==> config.mk <==
export PLATFORM = sky130hd
export DESIGN_NAME = gsa_ctrl
export DESIGN_NICKNAME = d
export VERILOG_FILES = /design/src/rtl/core/gsa_pkg.sv /design/src/rtl/core/gsa_ctrl.sv
export SDC_FILE = /design/constraint.sdc
export NUM_CORES = 1
export LEC_CHECK = 0
export CAP_MARGIN = 10
export CORE_MARGIN = 2
export CORE_UTILIZATION = 55
export CTS_CLUSTER_SIZE = 28
export DETAILED_ROUTE_END_ITERATION = 8
export DONT_BUFFER_PORTS = 1
export GPL_TIMING_DRIVEN = 1
export PLACE_DENSITY = 0.7
export SYNTH_ARGS = -nofsm -noshare
export SYNTH_HDL_FRONTEND = slang
export SYNTH_SLANG_ARGS = --single-unit
==> constraint.sdc <==
create_clock -name clk -period 1.9 [get_ports clk]
set_clock_uncertainty 0.05 [all_clocks]
set_input_delay 0.38 -clock clk [delete_from_list [all_inputs] [get_ports clk]]
set_output_delay 0.38 -clock clk [all_outputs]
set_load 0.05 [all_outputs]
==> src/rtl/core/gsa_pkg.sv <==
// gsa_pkg: shared types and codes of the generational slot allocator
// operation, status and result codes, transaction payloads, control/status structs
// no dependencies
package gsa_pkg;

    localparam int HANDLE_W     = 32;
    localparam int RUNS_W       = 32;
    localparam int STATUS_W     = 2;
    localparam int SLOT_INDEX_W = 10;

    typedef enum logic [1:0] {
        OP_ALLOC  = 2'd0,
        OP_FREE   = 2'd1,
        OP_LOOKUP = 2'd2,
        OP_RUN    = 2'd3
    } op_t;

    typedef enum logic [STATUS_W-1:0] {
        ST_FREE     = 2'd0,
        ST_RUNNABLE = 2'd1,
        ST_RUNNING  = 2'd2
    } status_t;

    typedef enum logic [1:0] {
        RC_OK         = 2'd0,
        RC_NO_FREE    = 2'd1,
        RC_BAD_HANDLE = 2'd2
    } res_code_t;

    // which result the datapath builds when the controller emits
    typedef enum logic [2:0] {
        RS_NO_FREE  = 3'd0,
        RS_BAD      = 3'd1,
        RS_ALLOC    = 3'd2,
        RS_FREE     = 3'd3,
        RS_LOOK_CUR = 3'd4,
        RS_LOOK_IDX = 3'd5,
        RS_RUN      = 3'd6
    } res_sel_t;

    typedef struct packed {
        op_t                 op;
        logic [HANDLE_W-1:0] handle;
        logic [HANDLE_W-1:0] parent_handle;
        logic                check_perm;
    } gsa_req_t;

    typedef struct packed {
        res_code_t               result_code;
        logic [SLOT_INDEX_W-1:0] slot_index;
        logic                    slot_valid;
        logic [HANDLE_W-1:0]     result_handle;
        logic [RUNS_W-1:0]       run_count;
    } gsa_rsp_t;

    typedef struct packed {
        logic     accept;
        logic     rd_cur;
        logic     rd_idx;
        logic     clr_step;
        logic     wr_alloc;
        logic     wr_free;
        logic     wr_demote;
        logic     wr_run;
        logic     emit;
        res_sel_t res_sel;
    } gsa_cmd_t;

    typedef struct packed {
        logic clr_last;
        logic head_null;
        logic in_range;
        logic h_zero;
        logic perm;
        logic cur_valid;
        logic cur_running;
        logic idx_is_cur;
        logic look_match;
        logic parent_match;
        logic out_free;
    } gsa_sts_t;

endpackage

==> src/rtl/core/gsa_ctrl.sv <==
// gsa_ctrl: sequencing state machine of the slot allocator
// depends on gsa_pkg; drives gsa_dpath through gsa_cmd_t, reads gsa_sts_t
module gsa_ctrl (
    input  logic              clk,
    input  logic              rst_n,
    input  logic              req_valid,
    input  gsa_pkg::op_t      req_op,
    input  gsa_pkg::gsa_sts_t sts,
    output logic              req_ready,
    output gsa_pkg::gsa_cmd_t cmd
);
    import gsa_pkg::*;

    typedef enum logic [8:0] {
        S_CLEAR    = 9'b000000001,
        S_IDLE     = 9'b000000010,
        S_ALLOC    = 9'b000000100,
        S_FREE     = 9'b000001000,
        S_LOOK     = 9'b000010000,
        S_LOOK_PAR = 9'b000100000,
        S_RUN_CUR  = 9'b001000000,
        S_RUN_RD   = 9'b010000000,
        S_RUN_EXE  = 9'b100000000
    } state_t;

    state_t state_reg, state_next;

    always_ff @(posedge clk or negedge rst_n)
    begin
        if (!rst_n)
        begin
            state_reg <= S_CLEAR;
        end
        else
        begin
            state_reg <= state_next;
        end
    end

    assign req_ready = (state_reg == S_IDLE);

    always_comb
    begin
        state_next  = state_reg;
        cmd         = '0;
        cmd.res_sel = RS_BAD;
        case (state_reg)
            S_CLEAR:
            begin
                cmd.clr_step = 1'b1;
                if (sts.clr_last)
                begin
                    state_next = S_IDLE;
                end
            end
            S_IDLE:
            begin
                if (req_valid)
                begin
                    cmd.accept = 1'b1;
                    case (req_op)
                        OP_ALLOC:  state_next = S_ALLOC;
                        OP_FREE:   state_next = S_FREE;
                        OP_LOOKUP: state_next = S_LOOK;
                        OP_RUN:    state_next = S_RUN_CUR;
                        default:   state_next = S_IDLE;
                    endcase
                end
            end
            S_ALLOC:
            begin
                if (sts.out_free)
                begin
                    cmd.emit = 1'b1;
                    if (sts.head_null)
                    begin
                        cmd.res_sel = RS_NO_FREE;
                    end
                    else
                    begin
                        cmd.wr_alloc = 1'b1;
                        cmd.res_sel  = RS_ALLOC;
                    end
                    state_next = S_IDLE;
                end
            end
            S_FREE:
            begin
                if (sts.out_free)
                begin
                    cmd.emit = 1'b1;
                    if (sts.in_range)
                    begin
                        cmd.wr_free = 1'b1;
                        cmd.res_sel = RS_FREE;
                    end
                    state_next = S_IDLE;
                end
            end
            S_LOOK:
            begin
                if (sts.h_zero)
                begin
                    if (sts.out_free)
                    begin
                        cmd.emit    = 1'b1;
                        cmd.res_sel = RS_LOOK_CUR;
                        state_next  = S_IDLE;
                    end
                end
                else if (!sts.in_range || !sts.look_match || (sts.perm && !sts.cur_valid))
                begin
                    if (sts.out_free)
                    begin
                        cmd.emit   = 1'b1;
                        state_next = S_IDLE;
                    end
                end
                else if (!sts.perm || sts.idx_is_cur)
                begin
                    if (sts.out_free)
                    begin
                        cmd.emit    = 1'b1;
                        cmd.res_sel = RS_LOOK_IDX;
                        state_next  = S_IDLE;
                    end
                end
                else
                begin
                    // child check needs the current slot's handle
                    cmd.rd_cur = 1'b1;
                    state_next = S_LOOK_PAR;
                end
            end
            S_LOOK_PAR:
            begin
                if (sts.out_free)
                begin
                    cmd.emit    = 1'b1;
                    cmd.res_sel = sts.parent_match ? RS_LOOK_IDX : RS_BAD;
                    state_next  = S_IDLE;
                end
            end
            S_RUN_CUR:
            begin
                if (!sts.in_range)
                begin
                    if (sts.out_free)
                    begin
                        cmd.emit   = 1'b1;
                        state_next = S_IDLE;
                    end
                end
                else
                begin
                    cmd.wr_demote = sts.cur_valid && sts.cur_running;
                    state_next    = S_RUN_RD;
                end
            end
            S_RUN_RD:
            begin
                cmd.rd_idx = 1'b1;
                state_next = S_RUN_EXE;
            end
            S_RUN_EXE:
            begin
                if (sts.out_free)
                begin
                    cmd.wr_run  = 1'b1;
                    cmd.emit    = 1'b1;
                    cmd.res_sel = RS_RUN;
                    state_next  = S_IDLE;
                end
            end
            default:
            begin
                state_next = S_IDLE;
            end
        endcase
    end
endmodule

==> results of run 1 <==
## per-stage QoR
step           hold WS, ps  setup WS (ps)
2_1_floorplan         34.4           -230
3_3_place_gp          34.6           16.2
3_5_place_dp          34.6          -81.8
## cells by family after synthesis
kind of cell    count (synthesis)  share of synthesized area [%]
buf+inv                         7                           4.65
mux                             1                           1.28
compound gates                 28                           24.5
flops                           9                           29.0
simple gates                   52                           38.3
xor+xnor                        2                           2.24
## Yosys cell counts, types with 2 or more instances
| cell | number |
|---|---|
| o211ai_1 | 4 |
| nand2b_1 | 4 |
| nor2b_1 | 2 |
| and4b_1 | 2 |
| and3_1 | 2 |
| dfrtp_1 | 8 |
| and2_1 | 2 |
| nor3_1 | 3 |
| nor3_2 | 2 |
| inv_1 | 4 |
| nor2_1 | 12 |
| nand3_1 | 4 |
| a21oi_1 | 6 |
| nand2_1 | 10 |
| o21ai_0 | 5 |
| xor2_1 | 2 |
| o22ai_1 | 2 |
| nand3b_1 | 2 |
==> summary.md, run 1 <==
| Metric | Value |
|---|---|
| Status | stopped before the end |
| Stage reached | clock tree synthesis |
| First error | [ERROR DPL-0033] detailed placement checks failed during check placement. |
| Synthesized area | 781 um^2 |
| GP Congestion | 0.889 |
| TritonCTS Buffers | 3 |
| PortBufs | 0 |
| Initial Utilization | 59.3% |
| DP Cell Count | ~140 |
| Warnings, synthesis | 0 |
| Synth cell types | 41 |
| Syn avg cell area | 7.89 um^2 |
| CTS resizes | 23 |
| Share of the synthesized area in the top cell type | 25.6% |
| Post-synthesis cell count | 99 |
| Syn nets | 115 |
| Placed Instance Area | between 0.001 and 0.0015 mm^2 |
| Top FF cell, synth | dfrtp_1 |
| Die width | 41.7 um |
| Synth area leaders | dfrtp_1, nor2_1, nand2_1, a21oi_1, o211ai_1 |
| EDFF count, synth | 0 |
| H-Tree Level Count | 1 |
| Synth Register Bits | 9 |
| Largest area contributor in the netlist | dfrtp_1 |
| Async set-reset flop share out of synthesis | 100% |
| Seq/Total Area, Yosys | 29.0% |
| Num rows | 13 |
| Setup Fix Bufs, Post-CTS | 4 |
| Longest Clk Path Bufs | 2 |
| CTS sink count | 9 |
| I/O pins | 29 |
| Root buf cell | clkbuf_4 |
| Post-DP HPWL | 1950 um |
| Die height | 41.7 um |
| Hold-fix buffers at CTS | 1 |
==> run 2, diff against run 1 <==
Settings changed: CORE_AREA set to 2 2 63 65, CORE_MARGIN 2 to not set, CORE_UTILIZATION 55 to not set, CTS_CLUSTER_SIZE 28 to not set, DIE_AREA set to 0 0 65 67, PLACE_DENSITY 0.7 to not set, PLACE_DENSITY_LB_ADDON set to 0.15.
==> summary.md, run 2 <==
| Metric | Value |
|---|---|
| Hold Path Cell Cnt | 1 |
| Post-DP HPWL | 2070 um (+6.5%) |
| Overall power | 1830 uW |
| Final Hold Fails | 0 |
| Crit. End Element | output pin |
| Cell with the most instances after synthesis | nor2_1 |
| Max FFs per register | 9 |
| Async set-reset flop share out of synthesis | 100% (unchanged) |
| Number of diodes | 0 |
| Die height | 67 um (+61%) |
| Commonest non-fill, non-tap cell in the layout | buf_4 |
| Final wirelength | 2530 um |
| Fill count | between 300 and 400 |
| CP startpoint kind | flip-flop |
| Worst R2R End | state_reg[1] |
| Most frequent cells in the layout | buf_4, buf_12, nand2_1, nor2_1, a21oi_2 |
| Core area | 0.00361 mm^2 |
| Worst Path Max Fanout | 3 |
| GR Util All Layers | 12.7% |
| Final core utilization | 39.6% |
| Top FF cell, synth | dfrtp_1 |
| Vias | 870 |
| First-pass GRT wire length | 4170 um |
| WS Path Type | reg2out |
| DRC | 0 |
| Status | finished with violations |
| RR Startpoint | state_reg[0] |
| Pre-CTS setup slack | -75.9 ps (+5.88 ps) |
| Warnings, synthesis | 0 (unchanged) |
| Die width | 65 um (+56%) |
| CTS sink count | 9 (unchanged) |
| H-Tree Level Count | 1 (unchanged) |
| TritonCTS Buffers | 3 (unchanged) |
| Vias in the first global route | 894 |
| Longest Clk Path Bufs | 2 (unchanged) |
| RSZ-0062 raised after global routing | true |
| Wirelength per Cell | 13.9 um |
| Synth area leaders | dfrtp_1, nor2_1, nand2_1, a21oi_1, o211ai_1 |
| I/O pins | 29 (unchanged) |
| Upper clock frequency limit | approximately 470 MHz |
| Pin count of the biggest net entering global routing | 10 |
| Largest area contributor in the netlist | dfrtp_1 |
| TNS Setup | -1330 ps |
| Syn avg cell area | 7.89 um^2 (unchanged) |
| VDD IR-drop max | 1.12 mV |
| Area added between synthesis and finish | 83.0% |
| Max transition margin | 72.4% |
| CP endpoint | cmd[3] |
| Synth cell types | 41 (unchanged) |
| Clock transition at the registers of the reported paths | 50 ps |
| Num rows | 22 (+9) |
| Gr ovfl total | 0 |
| Synth top cells by count | nor2_1, nand2_1, dfrtp_1, a21oi_1, o21ai_0 |
| Initial Utilization | 21.7% (-38 points) |
| Layout cell share with drive strength beyond 1 | 56.7% |
| Drt first pass iters | 4 |
| Detail Route Antenna Nets | 0 |
| Worst setup path startpoint | state_reg[0] |
| Layout net count | 151 |
| Root buf cell | clkbuf_8 |
| CP Data Arrival Time | 1690 ps |
| CTS tree | built |
| Synth Register Bits | 9 (unchanged) |
| Final-report max-slew violation count | 0 |
| Post-route setup slack | -224 ps |
| Crit share post-route | 112% |
| LEAKAGE | 0.000563 uW |
| Seq/Total Area, Yosys | 29.0% (unchanged) |
| Worst reg-to-reg path cell count | 5 |
| Synthesized area | 781 um^2 (unchanged) |
| Vias/cell | 4.78 |
| Worst EP required | around 1500 ps |
| Final min period | 2120 ps |
| Syn nets | 115 (unchanged) |
| Initial drt markers | 36 |
| Die area | approximately 0.0044 mm^2 |
| GP Congestion | 0.877 (-1.4%) |
| Hold crit path type | in2reg |
| Failing checks | negative setup slack |
| Max Cap Viol | 0 |
| Initial antenna violation count | 0 |
| PortBufs | 0 (unchanged) |
| R2r setup slk | 10 ps |
| Post-synthesis cell count | 99 (unchanged) |
| Worst slew pin tran | 409 ps |
| EDFF count, synth | 0 (unchanged) |
| Share of the synthesized area in the top cell type | 25.6% (unchanged) |
| Power Dens Cells | 1280 mW/mm^2 |
| Worst skew pair latency | 230 ps |
| Final Setup Violations | 12 |
run 2: cell counts after synthesis:
No cell type changed its count.
run 2: kinds of logic after synthesis:
kind of cell           count (synthesis)  share of synthesized area (%)
buffers and inverters                  7                           4.65
XOR/XNOR                               2                           2.24
AND/OR/NAND/NOR                       52                           38.3
AO/OA/AOI/OAI                         28                           24.5
multiplexers                           1                           1.28
flip-flops                             9                           29.0
run 2: worst min path at each step:
stage / start / end / slack, ps
after floorplan: rst_n / state_reg[1] / 30
after CTS: sts[10] / state_reg[0] / 130
after global routing: sts[10] / state_reg[0] / 120
after detailed placement: rst_n / state_reg[8] / 30
final: sts[10] / state_reg[0] / 140
after global placement: rst_n / state_reg[3] / 30
run 2: area by class of cell:
type                    instances  area (um^2)  area share [%]
multi-input cells              83          692            48.4
repair buffers                 34          385            27.0
flip-flops and latches          9          230            16.1
well taps                      48         60.1            4.20
clock buffers                   3         41.3            2.89
inverters                       4         15.0            1.05
clock inverters                 1         5.00           0.350
run 2: timing repair:
item | CTS | global route
hold endpoints to repair | 9 | 0
endpoints found under the setup margin | 13 | 18
resized for setup | 15 | 18
pin swaps | 14 | 11
hold buffers | 1 | 0
setup buffers | 3 | 2
run 2: power breakdown:
group | leakage (uW) | switching, uW | total (uW) | internal [uW]
Clock | 0.0000255 | 73.5 | 216 | 143
Combinational | 0.000424 | 707 | 1320 | 609
Sequential | 0.000113 | 62.6 | 293 | 230
run 2: worst max-delay path, cell delays in order, from the launching register on:
cell and delay, ps:
dfstp_2 580, nor4_4 60, and4b_1 210, and2b_4 170, o31a_4 430
run 2: per-stage QoR:
stage,instance area [um^2],hold WS (ps),std cells
after floorplan,826,34.4,99
after global placement,1190,34.7,173
after detailed placement,1190,34.7,173
after CTS,1340,125,181
after global routing,1430,122,182
final,1430,136,182
run 2: metal layers:
layer	global-route usage, %	vias up	routed length (um)	share of wire, %
met5	0	-	0	0
met2	20.7	32	1300	52
met4	9.04	0	34	1.3
met3	2.53	2	204	8.1
li1	-	432	-	-
met1	14.7	404	985	39
No activity file was read; power rests on OpenSTA's default activity.
==> run 3, diff against run 2 <==
Settings changed: BUFFER_PORTS_ARGS set to -buffer_cell sky130_fd_sc_hd__buf_2, DONT_BUFFER_PORTS 1 to not set.
==> summary.md, run 3 (same netlist as run 2, synthesis figures left out) <==
| Metric | Value |
|---|---|
| CTS tree | built |
| GR Util All Layers | 13.6% (+0.98 points) |
| Root buf cell | clkbuf_8 |
| Cell chain of the critical path | nor4_2 -> and4b_1 -> and2b_4 -> o31a_4 -> buf_6 |
| Max FFs per register | 9 (unchanged) |
| Crit share post-route | 115% (+3.6 points) |
| Worst setup path startpoint | state_reg[0] |
| Placed Instance Area | 0.00122 mm^2 (+2.3%) |
| Worst R2R End | state_reg[1] |
| Num rows | 22 (unchanged) |
| Initial drt markers | 28 (-22%) |
| Clock transition at the registers of the reported paths | 40 ps (about the same) |
| Sequential share of power | 15.5% (-0.5 points) |
| R2r setup slk | 90 ps (+80 ps) |
| Initial antenna violation count | 0 (unchanged) |
| Worst slew pin tran | 347 ps (-62.5 ps) |
| CP Data Arrival Time | 1760 ps (+70 ps) |
| Status | finished with violations |
| Area added between synthesis and finish | 94.7% |
| Post-route setup slack | -292 ps (-68.7 ps) |
| Initial Utilization | 21.7% (unchanged) |
| Layout cell share with drive strength beyond 1 | 61.9% (+5.2 points) |
| Post-DP HPWL | 2160 um (+4.5%) |
| Gr ovfl total | 0 (unchanged) |
| Hold Slack | 247 ps (+111 ps) |
| Vias | 969 (+11%) |
| Crit. End Element | output pin |
| Sw Share | 46.9% (+0.64 points) |
| Max transition margin | 76.9% (+4.5 points) |
| Overall power | 1770 uW (-3.0%) |
| Die area | 0.00436 mm^2 (unchanged) |
| Worst reg-to-reg path cell count | 5 (unchanged) |
| Master of the slowest instance on the critical path | dfstp_2 |
| GP Congestion | 0.844 (-3.8%) |
| Internal | 941 uW (-4.2%) |
| Hold Crit Start | sts[10] |
| Detail Route Antenna Nets | 0 (unchanged) |
| Worst Path Max Fanout | 3 (unchanged) |
| Layout net count | 177 (+17%) |
| Clk pwr share | 12.5% (+0.7 points) |
| Hold Path Cell Cnt | 2 (+1) |
| Vias/cell | 4.66 (-2.5%) |
| Pre-CTS setup slack | -160 ps (-84.5 ps) |
| Final min period | 2190 ps (+68.7 ps) |
| Worst EP required | 1470 ps (about the same) |
| Max Cap Viol | 0 (unchanged) |
| Hold crit path type | in2reg |
| TNS Setup | -1790 ps (-452 ps) |
| Core area | 0.00361 mm^2 (unchanged) |
| CTS sink count | 9 (unchanged) |
| Number of diodes | 0 (unchanged) |
| Upper clock frequency limit | 456 MHz (-3.1%) |
| Final Setup Violations | 9 (-3) |
| I/O pins | 29 (unchanged) |
| Vias in the first global route | 993 (+11%) |
| RR Startpoint | state_reg[0] |
| LEAKAGE | 0.000672 uW (+19%) |
| Pin count of the biggest net entering global routing | 10 (unchanged) |
| Final Hold Fails | 0 (unchanged) |
| Combinational share of power | 72.0% (about the same) |
| Hold Path Sink | state_reg[0] |
| Die height | 67 um (unchanged) |
| CP startpoint kind | flip-flop |
| Sw power | 829 uW (-1.7%) |
| RSZ-0062 raised after global routing | true |
| Worst skew pair latency | 230 ps (about the same) |
| VDD IR-drop max | 1.19 mV (+6.4%) |
| WS Path Type | reg2out |
| First-pass GRT wire length | 4510 um (+8.3%) |
| Wirelength per Cell | 13.4 um (-3.3%) |
| Failing checks | negative setup slack |
| Die width | 65 um (unchanged) |
| Longest Clk Path Bufs | 2 (unchanged) |
| Drt first pass iters | 4 (unchanged) |
| CP peak stage delay | 580 ps (about the same) |
| Final wirelength | 2790 um (+10%) |
| Power Dens Cells | 1160 mW/mm^2 (-8.9%) |
| Final-report max-slew violation count | 0 (unchanged) |
| DRC | 0 (unchanged) |
| H-Tree Level Count | 1 (unchanged) |
| Commonest non-fill, non-tap cell in the layout | buf_4 |
| Most frequent cells in the layout | buf_4, buf_2, buf_6, nand2_1, dfrtp_1 |
| TritonCTS Buffers | 3 (unchanged) |
| PortBufs | 28 (+28) |
| Final Instance Area | 0.00152 mm^2 (+6.4%) |
[run 3: metal layers]
layer	track usage (%)	share of wire, %	routed length [um]
met4	6.38	2.0	56
met1	16.8	44	1220
met2	23.7	49	1370
met5	0	0	0
met3	1.52	5.1	142
[run 3: power by group through the flow]
stage	Sequential, uW	Clock (uW)	Combinational (uW)
2_1_floorplan	262	0	635
3_3_place_gp	265	0	1000
3_5_place_dp	266	0	1000
4_1_cts	263	229	1190
5_1_grt	281	238	1380
6_report	275	221	1270
[run 3: worst max-delay path, delay by kind of cell (launching register included)]
family	cells	cell delay (ps)
buffers and inverters	1	160
AND/OR/NAND/NOR	3	440
flip-flops	1	580
AO/OA/AOI/OAI	1	360
[run 3: through the flow]
stage	instances	utilization (%)
after floorplan	99	-
after global placement	201	33.9
after detailed placement	201	33.9
after CTS	207	39.9
after global routing	208	42.2
final	208	42.2
[run 3: final cells by class]
cell class	instances	area [um^2]
fill	380	2090
multi-input combinational	83	697
timing repair buffer	60	475
sequential	9	226
tap	48	60.1
clock buffer	3	41.3
inverter	4	15.0
clock inverter	1	5.00
[run 3: worst max path at each step]
stage / endpoint / cells after the start / slack (ps)
2_1_floorplan: cmd[7] / 4 / -230
3_3_place_gp: cmd[3] / 6 / -200
3_5_place_dp: cmd[3] / 6 / -160
4_1_cts: cmd[3] / 5 / -270
5_1_grt: cmd[3] / 5 / -340
6_report: cmd[3] / 5 / -290
[run 3: repair_timing]
action / CTS / global route
buffers inserted: 1 / 1
resized for setup: 42 / 15
endpoints found under the setup margin: 13 / 18
hold buffers: 1 / 0
pin swaps: 8 / 7
endpoints found under the hold margin: 8 / 0
==> run 4, diff against run 3 <==
Settings changed: REMOVE_ABC_BUFFERS set to 1.
==> summary.md, run 4 (same netlist as run 2, synthesis figures left out) <==
| Metric | Value |
|---|---|
| Final Hold Fails | 0 (unchanged) |
| Overall power | 1840 uW (+3.8%) |
| Max Cap Viol | 0 (unchanged) |
| Worst Path Max Fanout | 3 (unchanged) |
| LEAKAGE | 0.000679 uW (+0.93%) |
| Initial drt markers | 20 (-29%) |
| Commonest non-fill, non-tap cell in the layout | buf_4 |
| Layout net count | 179 (+1.1%) |
| Final Setup Violations | 10 (+1) |
| Crit share post-route | 115% (about the same) |
| I/O pins | 29 (unchanged) |
| Hold Crit Start | sts[10] |
| Worst slew pin tran | 337 ps (-9.65 ps) |
| VDD IR-drop max | 0.942 mV (-21%) |
| Core area | 0.00361 mm^2 (unchanged) |
| Final core utilization | 43.3% (+1.1 points) |
| RSZ-0062 raised after global routing | true |
| Max transition margin | 77.5% (+0.64 points) |
| Num rows | 22 (unchanged) |
| PortBufs | 28 (unchanged) |
| Vias/cell | 4.73 (+1.6%) |
| R2r setup slk | 100 ps (about the same) |
| Die height | 67 um (unchanged) |
| Area added between synthesis and finish | 100% |
| CP endpoint | cmd[6] |
| Final min period | 2190 ps (-1.57 ps) |
| Failing checks | negative setup slack |
| Crit. End Element | output pin |
| Crit path max-delay family | simple AND/OR/NAND/NOR gates |
| Met2 Track Usage GR | 26.2% (+2.4 points) |
| Root buf cell | clkbuf_8 |
| Vias | 994 (+2.6%) |
| Worst skew pair latency | 230 ps (about the same) |
| DRC | 0 (unchanged) |
| TritonCTS Buffers | 3 (unchanged) |
| H-Tree Level Count | 1 (unchanged) |
| Worst setup path startpoint | state_reg[7] |
| Die area | 0.00436 mm^2 (unchanged) |
| CP Data Arrival Time | 1760 ps (about the same) |
| RR Startpoint | state_reg[7] |
| GR Util All Layers | 14.0% (+0.38 points) |
| Final-report max-slew violation count | 0 (unchanged) |
| Worst EP required | 1470 ps (about the same) |
| Upper clock frequency limit | 456 MHz (about the same) |
| Die width | 65 um (unchanged) |
| GP Congestion | 0.805 (-4.6%) |
| CTS tree | built |
| CTS sink count | 9 (unchanged) |
| CP startpoint kind | flip-flop |
| Final wirelength | 2890 um (+3.4%) |
| Wirelength per Cell | 13.7 um (+2.4%) |
| WS Path Type | reg2out |
| Gr ovfl total | 0 (unchanged) |
| Drt first pass iters | 4 (unchanged) |
| Worst reg-to-reg path cell count | 7 (+2) |
| Power Dens Cells | 1180 mW/mm^2 (+1.1%) |
| Clock transition at the registers of the reported paths | 40 ps (about the same) |
| Master of the slowest instance on the critical path | dfrtp_1 |
| Detail Route Antenna Nets | 0 (unchanged) |
| Worst R2R End | state_reg[1] |
| Longest Clk Path Bufs | 2 (unchanged) |
| Initial antenna violation count | 0 (unchanged) |
| Post-DP HPWL | 2160 um (-0.44%) |
| GR Util met1 | 16.2% (-0.56 points) |
| TNS Setup | -1870 ps (-87.3 ps) |
| Vias in the first global route | 1006 (+1.3%) |
| Met3 usage | 2.03% (+0.51 points) |
| Hold crit path type | in2reg |
| Pin count of the biggest net entering global routing | 10 (unchanged) |
| Number of diodes | 0 (unchanged) |
| Busiest grt layer | met2 |
| Cell chain of the critical path | nor4_4 -> buf_4 -> and3_4 -> nand2_4 -> nor3_4 -> buf_6 |
| Layout cell share with drive strength beyond 1 | 61.1% (-0.76 points) |
| Initial Utilization | 21.7% (unchanged) |
| WP depth | 6 (+1) |
| Fill count | 372 (-2.1%) |
| Max FFs per register | 9 (unchanged) |
| Most frequent cells in the layout | buf_4, buf_2, buf_6, nand2_1, dfrtp_1 |
| CP peak stage delay | 420 ps (-160 ps) |
| Post-route setup slack | -291 ps (+1.57 ps) |
| First-pass GRT wire length | 4620 um (+2.5%) |
| Worst Path Buf+Inv | 2 (+1) |
| Status | finished with violations |
[run 4: cell types whose count changed in the layout (fill, tap and decap cells not counted), sizes merged]
cell	before	now
clkbuf	3	4
buf	59	61
clkinv	1	0
[run 4: what timing repair did]
item                                    4_1_cts  5_1_grt
endpoints found under the setup margin       13       19
hold endpoints to repair                      8        0
buffers inserted                              5        5
hold buffers                                  1        0
resized for setup                            39       38
pin swaps                                    10       16
[run 4: final cells by class]
cell class,count,area (um^2),share of cell area [%]
Clock buffer,4,45.0,2.88
Inverter,4,15.0,0.962
Multi-Input combinational cell,83,699,44.8
Sequential cell,9,229,14.7
Tap cell,48,60.1,3.85
Timing Repair Buffer,62,513,32.9
[run 4: worst min path at each step]
stage                   endpoint  slack [ps]  cells after the start
floorplan           state_reg[1]          30                      0
global placement    state_reg[1]         190                      1
detailed placement  state_reg[1]         200                      1
CTS                 state_reg[0]         240                      2
global route        state_reg[0]         380                      3
finish              state_reg[0]         380                      3
[run 4: where the power goes]
group / switching, uW / internal (uW)
combinational: 738 / 603
sequential: 52.0 / 229
clock: 70.1 / 146
[run 4: layer usage]
layer	part of all wire, %	vias to the layer above
li1	-	494
met1	42	482
met2	54	16
met3	3.5	2
met4	0.35	0
met5	0	-
[run 4: per-stage QoR]
stage          cells  hold slack [ps]  area, um^2  worst slack [ps]
3_5_place_dp     198              196        1150             -90.4
2_1_floorplan     96             34.4         759              -637
6_report         210              384        1560              -291
5_1_grt          210              383        1560              -388
3_3_place_gp     198              194        1150             -95.0
4_1_cts          208              243        1390              -275
[run 4: worst reg2reg max path, cell delays in order (launching register included)]
cell	delay [ps]
dfrtp_1	420
nor4_4	300
nand4_1	160
buf_4	180
buf_4	140
o31ai_2	80
nor3_1	80
a211o_1	280
